--- src/hdl/swc_pkg.sv ---
// Shared types, constants and helpers for the sync word correlator.
// No dependencies.
package swc_pkg;

   localparam int WinW           = 64;
   localparam int ShortW         = 32;
   localparam int SyncRegs       = 4;
   localparam int CntW           = 7;
   localparam int IdxW           = 2;
   localparam int CsrIdxW        = 3;
   localparam int WordsW         = 3;
   localparam int ByteW          = 8;
   localparam int DecBit         = 7;
   localparam int GroupW         = 8;
   localparam int Groups         = WinW / GroupW;
   localparam int GrpCntW        = 4;
   localparam int NumPatternsDef = 4;
   localparam int PosWidthDef    = 16;

   localparam logic [CsrIdxW-1:0] RegSync0      = 3'd0;
   localparam logic [CsrIdxW-1:0] RegSync1      = 3'd1;
   localparam logic [CsrIdxW-1:0] RegSync2      = 3'd2;
   localparam logic [CsrIdxW-1:0] RegSync3      = 3'd3;
   localparam logic [CsrIdxW-1:0] RegWordsInUse = 3'd4;
   localparam logic [CsrIdxW-1:0] RegLongWords  = 3'd5;

   typedef struct packed {
      logic            valid;
      logic            score;
      logic            last;
      logic [WinW-1:0] window;
   } token_type;

   typedef struct packed {
      logic [CntW-1:0] cnt;
      logic [IdxW-1:0] idx;
   } best_type;

   function automatic logic [GrpCntW-1:0] pop8(input logic [GroupW-1:0] v);
      logic [GrpCntW-1:0] c;
      c = '0;
      for (int i = 0; i < GroupW; i++) begin
         c = c + GrpCntW'(v[i]);
      end
      return c;
   endfunction

endpackage

--- src/hdl/sync_word_correlator.sv ---
// Sync word correlator, top level: registers, bit window and cell chain.
// Throughput one request per cycle while req_ready is high; a frame's last request sends
// one result per pattern in use, one per cycle while rsp_ready is high. The first result
// passes the input stage, stage A of each cell, stages B and C of the last cell and the
// result buffer. Synchronous reset clears window, position, peaks, chosen word, pipeline
// and registers (patterns 0, one pattern in use, short mode). Depends on swc_pkg.
module sync_word_correlator #(
   parameter int NUM_PATTERNS = swc_pkg::NumPatternsDef,
   parameter int POS_WIDTH    = swc_pkg::PosWidthDef
) (
   input  logic                              clock,
   input  logic                              reset,
   input  logic                              req_valid,
   output logic                              req_ready,
   input  logic [swc_pkg::ByteW-1:0]         req_data_byte,
   input  logic                              req_last_byte,
   output logic                              rsp_valid,
   input  logic                              rsp_ready,
   output logic [swc_pkg::IdxW-1:0]          rsp_word_index,
   output logic [swc_pkg::CntW-1:0]          rsp_peak_matches,
   output logic [POS_WIDTH-1:0]              rsp_peak_position,
   output logic [swc_pkg::IdxW-1:0]          rsp_best_word,
   output logic                              rsp_last,
   input  logic                              csr_valid,
   output logic                              csr_ready,
   input  logic [swc_pkg::CsrIdxW-1:0]       csr_index,
   input  logic [swc_pkg::WinW-1:0]          csr_data
);

   localparam int NCell = (NUM_PATTERNS < swc_pkg::SyncRegs) ? NUM_PATTERNS
                                                            : swc_pkg::SyncRegs;

   logic [swc_pkg::WinW-1:0]     sync_ff [swc_pkg::SyncRegs];
   logic [swc_pkg::WordsW-1:0]   words_ff;
   logic                         long_ff;
   logic [swc_pkg::WordsW-1:0]   n_act_w;

   logic [swc_pkg::WinW-1:0]     win_ff, win_next;
   logic [POS_WIDTH-1:0]         pos_ff, wlen_m1;
   swc_pkg::token_type           tok0_ff;
   logic [POS_WIDTH-1:0]         start0_ff;
   logic                         adv, accept;

   swc_pkg::token_type                                tok_w   [NCell+1];
   logic [POS_WIDTH-1:0]                              start_w [NCell+1];
   swc_pkg::best_type                                 best_w  [NCell+1];
   logic [swc_pkg::SyncRegs-1:0][swc_pkg::CntW-1:0]   rcnt_w  [NCell+1];
   logic [swc_pkg::SyncRegs-1:0][POS_WIDTH-1:0]       rpos_w  [NCell+1];
   logic                                              done_w  [NCell];

   assign csr_ready = 1'b1;

   always_ff @(posedge clock) begin
      if (reset) begin
         for (int i = 0; i < swc_pkg::SyncRegs; i++) begin
            sync_ff[i] <= '0;
         end
         words_ff <= swc_pkg::WordsW'(1);
         long_ff  <= 1'b0;
      end else if (csr_valid) begin
         case (csr_index)
            swc_pkg::RegSync0:      sync_ff[0] <= csr_data;
            swc_pkg::RegSync1:      sync_ff[1] <= csr_data;
            swc_pkg::RegSync2:      sync_ff[2] <= csr_data;
            swc_pkg::RegSync3:      sync_ff[3] <= csr_data;
            swc_pkg::RegWordsInUse: words_ff   <= csr_data[swc_pkg::WordsW-1:0];
            swc_pkg::RegLongWords:  long_ff    <= csr_data[0];
            default: ;
         endcase
      end
   end

   always_comb begin
      if (words_ff == '0) begin
         n_act_w = swc_pkg::WordsW'(1);
      end else if (words_ff > swc_pkg::WordsW'(NCell)) begin
         n_act_w = swc_pkg::WordsW'(NCell);
      end else begin
         n_act_w = words_ff;
      end
   end

   // input stage: bit window and frame position
   always_comb begin
      accept   = req_valid && adv;
      win_next = {win_ff[swc_pkg::WinW-2:0], req_data_byte[swc_pkg::DecBit]};
      wlen_m1  = long_ff ? POS_WIDTH'(swc_pkg::WinW - 1) : POS_WIDTH'(swc_pkg::ShortW - 1);
   end

   always_ff @(posedge clock) begin
      if (reset) begin
         win_ff        <= '0;
         pos_ff        <= '0;
         tok0_ff.valid <= 1'b0;
      end else if (adv) begin
         tok0_ff.valid  <= accept;
         tok0_ff.score  <= !req_last_byte && (pos_ff >= wlen_m1);
         tok0_ff.last   <= req_last_byte;
         tok0_ff.window <= win_next;
         start0_ff      <= pos_ff - wlen_m1;
         if (accept) begin
            if (req_last_byte) begin
               win_ff <= '0;
               pos_ff <= '0;
            end else begin
               win_ff <= win_next;
               if (pos_ff != {POS_WIDTH{1'b1}}) begin
                  pos_ff <= pos_ff + POS_WIDTH'(1);
               end
            end
         end
      end
   end

   assign req_ready  = adv;
   assign tok_w[0]   = tok0_ff;
   assign start_w[0] = start0_ff;
   assign best_w[0]  = '0;
   assign rcnt_w[0]  = '0;
   assign rpos_w[0]  = '0;

   for (genvar i = 0; i < NCell; i++) begin : g_cell
      swc_cell #(
         .CELL_INDEX (i),
         .POS_WIDTH  (POS_WIDTH)
      ) u_cell (
         .clock      (clock),
         .reset      (reset),
         .adv        (adv),
         .active     (swc_pkg::WordsW'(i) < n_act_w),
         .long_words (long_ff),
         .sync_word  (sync_ff[i]),
         .tok_i      (tok_w[i]),
         .start_i    (start_w[i]),
         .best_i     (best_w[i]),
         .res_cnt_i  (rcnt_w[i]),
         .res_pos_i  (rpos_w[i]),
         .tok_o      (tok_w[i+1]),
         .start_o    (start_w[i+1]),
         .best_o     (best_w[i+1]),
         .res_cnt_o  (rcnt_w[i+1]),
         .res_pos_o  (rpos_w[i+1]),
         .done_o     (done_w[i])
      );
   end

   swc_out #(
      .POS_WIDTH (POS_WIDTH)
   ) u_out (
      .clock             (clock),
      .reset             (reset),
      .end_valid         (done_w[NCell-1]),
      .res_cnt           (rcnt_w[NCell]),
      .res_pos           (rpos_w[NCell]),
      .best              (best_w[NCell]),
      .n_act             (n_act_w),
      .rsp_ready         (rsp_ready),
      .adv               (adv),
      .rsp_valid         (rsp_valid),
      .rsp_word_index    (rsp_word_index),
      .rsp_peak_matches  (rsp_peak_matches),
      .rsp_peak_position (rsp_peak_position),
      .rsp_best_word     (rsp_best_word),
      .rsp_last          (rsp_last)
   );

endmodule

--- src/hdl/swc_cell.sv ---
// One correlator cell: match count and peak tracking for one sync pattern.
// Passes the window token and the end-of-frame results to the next cell.
// Depends on swc_pkg.
module swc_cell #(
   parameter int CELL_INDEX = 0,
   parameter int POS_WIDTH  = swc_pkg::PosWidthDef
) (
   input  logic                                                  clock,
   input  logic                                                  reset,
   input  logic                                                  adv,
   input  logic                                                  active,
   input  logic                                                  long_words,
   input  logic [swc_pkg::WinW-1:0]                              sync_word,
   input  swc_pkg::token_type                                    tok_i,
   input  logic [POS_WIDTH-1:0]                                  start_i,
   input  swc_pkg::best_type                                     best_i,
   input  logic [swc_pkg::SyncRegs-1:0][swc_pkg::CntW-1:0]       res_cnt_i,
   input  logic [swc_pkg::SyncRegs-1:0][POS_WIDTH-1:0]           res_pos_i,
   output swc_pkg::token_type                                    tok_o,
   output logic [POS_WIDTH-1:0]                                  start_o,
   output swc_pkg::best_type                                     best_o,
   output logic [swc_pkg::SyncRegs-1:0][swc_pkg::CntW-1:0]       res_cnt_o,
   output logic [swc_pkg::SyncRegs-1:0][POS_WIDTH-1:0]           res_pos_o,
   output logic                                                  done_o
);

   swc_pkg::token_type                                 tok_a_ff, tok_b_ff;
   logic [POS_WIDTH-1:0]                               start_a_ff, start_b_ff;
   logic [swc_pkg::GrpCntW-1:0]                        grp_ff [swc_pkg::Groups];
   logic [swc_pkg::GrpCntW-1:0]                        grp_in [swc_pkg::Groups];
   logic [swc_pkg::CntW-1:0]                           cnt_ff, cnt_in;
   logic [swc_pkg::CntW-1:0]                           peak_cnt_ff, peak_cnt_in;
   logic [POS_WIDTH-1:0]                               peak_pos_ff, peak_pos_in;
   swc_pkg::best_type                                  best_ff, best_in;
   logic [swc_pkg::SyncRegs-1:0][swc_pkg::CntW-1:0]    res_cnt_ff, res_cnt_in;
   logic [swc_pkg::SyncRegs-1:0][POS_WIDTH-1:0]        res_pos_ff, res_pos_in;
   logic                                               done_ff, done_in;
   logic [swc_pkg::WinW-1:0]                           mask_w, match_w;

   // stage A: bitwise match, counted per byte group
   always_comb begin
      mask_w  = long_words ? {swc_pkg::WinW{1'b1}}
                           : swc_pkg::WinW'({swc_pkg::ShortW{1'b1}});
      match_w = ~(tok_i.window ^ sync_word) & mask_w;
      for (int g = 0; g < swc_pkg::Groups; g++) begin
         grp_in[g] = swc_pkg::pop8(match_w[g*swc_pkg::GroupW +: swc_pkg::GroupW]);
      end
   end

   // stage B: total count
   always_comb begin
      cnt_in = '0;
      for (int g = 0; g < swc_pkg::Groups; g++) begin
         cnt_in = cnt_in + swc_pkg::CntW'(grp_ff[g]);
      end
   end

   // stage C: peak update, or end of frame hand-off
   always_comb begin
      peak_cnt_in = peak_cnt_ff;
      peak_pos_in = peak_pos_ff;
      best_in     = best_i;
      res_cnt_in  = res_cnt_i;
      res_pos_in  = res_pos_i;
      done_in     = tok_b_ff.valid && tok_b_ff.last;
      if (tok_b_ff.valid) begin
         if (tok_b_ff.last) begin
            res_cnt_in[CELL_INDEX] = peak_cnt_ff;
            res_pos_in[CELL_INDEX] = peak_pos_ff;
            if (active && (peak_cnt_ff > best_i.cnt)) begin
               best_in.cnt = peak_cnt_ff;
               best_in.idx = swc_pkg::IdxW'(CELL_INDEX);
            end
            peak_cnt_in = '0;
            peak_pos_in = '0;
         end else if (active && tok_b_ff.score && (cnt_ff > peak_cnt_ff)) begin
            peak_cnt_in = cnt_ff;
            peak_pos_in = start_b_ff;
         end
      end
   end

   always_ff @(posedge clock) begin
      if (reset) begin
         tok_a_ff.valid <= 1'b0;
         tok_b_ff.valid <= 1'b0;
         done_ff        <= 1'b0;
         peak_cnt_ff    <= '0;
         peak_pos_ff    <= '0;
      end else if (adv) begin
         tok_a_ff    <= tok_i;
         start_a_ff  <= start_i;
         grp_ff      <= grp_in;
         tok_b_ff    <= tok_a_ff;
         start_b_ff  <= start_a_ff;
         cnt_ff      <= cnt_in;
         peak_cnt_ff <= peak_cnt_in;
         peak_pos_ff <= peak_pos_in;
         best_ff     <= best_in;
         res_cnt_ff  <= res_cnt_in;
         res_pos_ff  <= res_pos_in;
         done_ff     <= done_in;
      end
   end

   assign tok_o     = tok_a_ff;
   assign start_o   = start_a_ff;
   assign best_o    = best_ff;
   assign res_cnt_o = res_cnt_ff;
   assign res_pos_o = res_pos_ff;
   assign done_o    = done_ff;

endmodule

--- src/hdl/swc_out.sv ---
// Result buffer: holds one frame's results and sends one per cycle while rsp_ready is high.
// Stalls the cell chain while a new frame's results cannot be taken.
// Depends on swc_pkg.
module swc_out #(
   parameter int POS_WIDTH = swc_pkg::PosWidthDef
) (
   input  logic                                              clock,
   input  logic                                              reset,
   input  logic                                              end_valid,
   input  logic [swc_pkg::SyncRegs-1:0][swc_pkg::CntW-1:0]   res_cnt,
   input  logic [swc_pkg::SyncRegs-1:0][POS_WIDTH-1:0]       res_pos,
   input  swc_pkg::best_type                                 best,
   input  logic [swc_pkg::WordsW-1:0]                        n_act,
   input  logic                                              rsp_ready,
   output logic                                              adv,
   output logic                                              rsp_valid,
   output logic [swc_pkg::IdxW-1:0]                          rsp_word_index,
   output logic [swc_pkg::CntW-1:0]                          rsp_peak_matches,
   output logic [POS_WIDTH-1:0]                              rsp_peak_position,
   output logic [swc_pkg::IdxW-1:0]                          rsp_best_word,
   output logic                                              rsp_last
);

   logic                                              busy_ff;
   logic [swc_pkg::IdxW-1:0]                          idx_ff;
   logic [swc_pkg::IdxW-1:0]                          chosen_ff;
   logic [swc_pkg::SyncRegs-1:0][swc_pkg::CntW-1:0]   buf_cnt_ff;
   logic [swc_pkg::SyncRegs-1:0][POS_WIDTH-1:0]       buf_pos_ff;
   logic                                              last_w, free_w, load_w;
   logic [swc_pkg::IdxW-1:0]                          pick_w;

   always_comb begin
      last_w = ({1'b0, idx_ff} == (n_act - swc_pkg::WordsW'(1)));
      free_w = !busy_ff || (rsp_ready && last_w);
      load_w = end_valid && free_w;
      adv    = !end_valid || free_w;
      pick_w = (best.cnt == '0) ? chosen_ff : best.idx;
   end

   always_ff @(posedge clock) begin
      if (reset) begin
         busy_ff   <= 1'b0;
         idx_ff    <= '0;
         chosen_ff <= '0;
      end else begin
         if (load_w) begin
            busy_ff    <= 1'b1;
            idx_ff     <= '0;
            chosen_ff  <= pick_w;
            buf_cnt_ff <= res_cnt;
            buf_pos_ff <= res_pos;
         end else if (busy_ff && rsp_ready) begin
            if (last_w) begin
               busy_ff <= 1'b0;
            end else begin
               idx_ff <= idx_ff + swc_pkg::IdxW'(1);
            end
         end
      end
   end

   assign rsp_valid         = busy_ff;
   assign rsp_word_index    = idx_ff;
   assign rsp_peak_matches  = buf_cnt_ff[idx_ff];
   assign rsp_peak_position = buf_pos_ff[idx_ff];
   assign rsp_best_word     = chosen_ff;
   assign rsp_last          = last_w;

endmodule
--- config.mk ---
export PLATFORM = sky130hd
export DESIGN_NAME = sync_word_correlator
export DESIGN_NICKNAME = d
export VERILOG_FILES = /design/src/hdl/swc_pkg.sv /design/src/hdl/sync_word_correlator.sv /design/src/hdl/swc_cell.sv /design/src/hdl/swc_out.sv
export SDC_FILE = /design/constraint.sdc
export NUM_CORES = 2
export LEC_CHECK = 0
export BUFFER_PORTS_ARGS = -buffer_cell sky130_fd_sc_hd__buf_4
export CAP_MARGIN = 20
export CELL_PAD_IN_SITES_DETAIL_PLACEMENT = 0
export CELL_PAD_IN_SITES_GLOBAL_PLACEMENT = 1
export CORE_ASPECT_RATIO = 1.2
export CORE_MARGIN = 4
export CORE_UTILIZATION = 37
export CTS_BUF_LIST = sky130_fd_sc_hd__clkbuf_8
export CTS_CLUSTER_SIZE = 16
export DETAILED_ROUTE_END_ITERATION = 12
export PLACE_DENSITY_LB_ADDON = 0.1
export SETUP_SLACK_MARGIN = 0.2
export SLEW_MARGIN = 40
export SYNTH_ARGS = -nofsm -noshare
export SYNTH_HDL_FRONTEND = slang
export SYNTH_SLANG_ARGS = --single-unit
--- constraint.sdc ---
create_clock -name clock -period 19.72 [get_ports clock]
set_clock_uncertainty 0.2 [all_clocks]
set_input_delay 0.986 -clock clock [delete_from_list [all_inputs] [get_ports clock]]
set_output_delay 0.986 -clock clock [all_outputs]
set_load 0.02 [all_outputs]
==> results_dict.tcl <==
set metrics [dict create \
    post_cts_buffers 0 \
    portBuffers 103 \
    drt-total-wl_mm 130 \
    boundaryPins 112 \
    met3_usage_pct 3.08 \
    cts_hold_buf 5 \
    use_met2_pct 28.6 \
    fmax_ghz 0.191 \
    start_util_pct 37.2 \
    multi_input_area_mm2 0.0175 \
    grt.total_usage_pct 16.3 \
    finalSetupViolCount 0 \
    ys_seq_elements 1318 \
    hold_path_end "sync_ff[2][27]" \
    grt_pass1_wl_mm 196 \
    drv_slew 0 \
    reg2reg_to "g_cell[2].u_cell.res_pos_o[27]" \
    antenna_found_initial 10 \
    die_area_mm2 0.161 \
    max_slew.worst_pin.slew_ns 0.856 \
    ant_nets 0 \
    r2r_slack_ns 14.47 \
    ir_worst_vdd_mv 0.188 \
    dr.pass1.iters 8 \
    r2r_cells 12 \
    drt_iter0_drc 1634 \
    rsz0062_at_grt "false" \
    row_count 158 \
    cts_inserted_buffers 217 \
    clk_pin_slew_ns 0.07 \
    die_w_um 367 \
    core_mm2 0.154 \
    fin_crit_ns 5.25 \
    hold_class "in2reg" \
    routedWlPerCell_um 20.5 \
    cts_max_level 4 \
    post_cts_resized 0 \
    startpoint_type "flip-flop" \
    yosys_warnings 0 \
    syn_nets 4400 \
    syn_area_mm2 0.0573 \
    r2r-start "words_ff[1]" \
    clock-root-buffer "clkbuf_8" \
    clk_path_buf_depth 3 \
    final_hold_viol_count 0 \
    grt_pass1_vias 31300 \
    stdcell_area_mm2 0.0649 \
    dp_hpwl_mm 86.6 \
    status "finished clean" \
    gp_congestion 0.765 \
    p_leak_uw 0.0249 \
    grt_max_degree 101 \
    grt-busiest-layer "met2" \
    drc 0 \
    netlist_instances 3906 \
    power_density_mw_per_mm2 130 \
    gr-total-overflow 0 \
    placed_area_mm2 0.0605 \
    register_area_mm2 0.0377 \
    ys_async_sr_fraction_pct 0 \
    synth_top_flop_cell "edfxtp_1" \
    critPathKind "reg2reg" \
    cts_tree "yes" \
    min_period_over_period_pct 26.6 \
    min-delay-start "csr_data[27]" \
    clkSinkCount 1318 \
    cp-end-kind "flip-flop" \
    fin_util_pct 42.1 \
    area_delta_synth_final_pct 13.1 \
    seq_area_frac_synth_pct 65.8 \
    nNetsFinal 4630 \
    required_ns 20.08 \
    vias 29600 \
    relSlewSlack_pct 43.0 \
    drive_above_1_share_pct 11.6 \
    crit_path_max_fanout 100 \
    totalNegativeSetupSlack_ns 0 \
    clk_latency_ns 0.94 \
    synthDistinctLibCells 65 \
    min_path_cells 2 \
    viasPerCell 4.67 \
    cp.arrival_ns 5.61 \
    synth_edf_count 1131 \
    grtUsageMet1_pct 20.0 \
    fillers 14200 \
    die_h_um 439 \
    cap_viol_max_count 0 \
    syn_avg_cell_area_um2 14.7 \
]
[synthesized netlist by cell type, types with 68 or more instances]
library cell	number	area [µm²]
fa_1	204	4080
xnor2_1	187	1640
edfxtp_1	1131	34000
a21oi_1	187	936
nand2_1	166	623
clkbuf_1	111	417
dfxtp_1	187	3740
xor2_1	141	1230
nand4_1	68	425
ha_1	209	2620
and2_1	259	1620
nor2_1	111	417
inv_1	430	1610
and3_1	84	526
[layer usage]
layer,vias to the layer above,part of all wire (%)
met5,-,0.032
met4,6,3.4
met3,233,3.7
met2,485,51
met1,14700,42
li1,14200,-
[critical path, stage by stage (launching register included)]
cell and delay, ns:
dfxtp_1 0.34, nor2b_1 0.17, or2_2 0.29, ha_1 0.30, xnor2_1 0.17, and3_1 0.19
a21boi_4 0.38, o21ai_2 0.22, inv_8 0.57, buf_6 0.38, buf_16 0.31, buf_6 0.55
buf_6 0.63
[cells by family after synthesis]
logic type                 synth area share [%]
DFF                                        65.8
xor gates and xnor gates                   5.01
muxes                                      1.40
and+or+nand+nor                            8.36
AOI/OAI and AO/OA                          3.91
adders and majority gates                  11.7
other                                   0.00654
buffers and inverters                      3.86
[metrics by stage]
stage	total power (µW)	cells	hold WS [ns]	worst slack, ns
floorplan	5370	3906	0.200	1.58
global placement	6210	5909	0.201	13.64
detailed placement	6210	5911	0.205	14.13
CTS	8590	6324	0.000179	14.10
global route	9070	6328	0.0553	14.10
finish	8410	6330	0.149	14.47
[state kept, by name, indices dropped and copies added (netlist names), 2 cells and up]
| signal | count |
|---|---|
| sync_ff | 256 |
| g_cell.u_cell.tok_o | 199 |
| g_cell.u_cell.res_pos_o | 160 |
| g_cell.u_cell.grp_ff | 128 |
| g_cell.u_cell.res_cnt_o | 70 |
| tok0_ff | 67 |
| g_cell.u_cell.peak_pos_ff | 64 |
| u_out.buf_pos_ff | 64 |
| win_ff | 63 |
| g_cell.u_cell.start_o | 48 |
| g_cell.u_cell.best_o | 33 |
| g_cell.u_cell.start_b_ff | 32 |
| g_cell.u_cell.cnt_ff | 28 |
| g_cell.u_cell.peak_cnt_ff | 28 |
| u_out.buf_cnt_ff | 28 |
| pos_ff | 16 |
| start0_ff | 16 |
| g_cell.u_cell.tok_b_ff | 8 |
| words_ff | 3 |
| u_out.rsp_best_word | 2 |
| u_out.rsp_word_index | 2 |
[where the power goes]
group / total (µW) / switching, µW / internal (µW)
Clock: 2320 / 1130 / 1190
Combinational: 2590 / 1500 / 1100
Sequential: 3500 / 105 / 3390
Total: 8410 / 2730 / 5680
[worst max-delay path by stage]
stage                start                              to  slack, ns  depth (start not counted)
2_1_floorplan  words_ff[2]      g_cell[0].u_cell.best_o[2]       1.58                          8
3_3_place_gp   words_ff[1]  g_cell[3].u_cell.res_pos_o[23]      13.64                         11
3_5_place_dp   words_ff[1]  g_cell[3].u_cell.res_pos_o[12]      14.13                         11
4_1_cts        words_ff[1]  g_cell[2].u_cell.res_pos_o[27]      14.10                         11
5_1_grt        words_ff[1]  g_cell[2].u_cell.res_pos_o[27]      14.10                         12
6_report       words_ff[1]  g_cell[2].u_cell.res_pos_o[27]      14.47                         12
[cell usage in the layout (no fill, tap or decap), types with 17 or more instances in the layout]
master	instances
a21o_1	19
a21oi_1	187
a22o_1	46
and2_1	259
and3_1	83
buf_4	131
buf_6	17
clkbuf_8	242
clkinv_1	27
clkinv_2	28
dfxtp_1	185
edfxtp_1	1131
fa_1	204
ha_1	209
inv_1	522
mux2i_1	25
mux4_2	23
nand2_1	163
nand3_1	20
nand4_1	68
nand4b_1	45
nor2_1	110
nor2b_1	46
o21ai_0	60
xnor2_1	187
xor2_1	141
[layout make-up]
type / count / area share [%]
diodes: 5 / 0.0193
clock buffers: 242 / 5.13
clock inverters: 166 / 1.39
inverters: 432 / 2.52
multi-input cells: 2012 / 27.0
flip-flops and latches: 1318 / 58.1
well taps: 2000 / 3.86
repair buffers: 155 / 1.95
(Power assumes the default switching activity.)
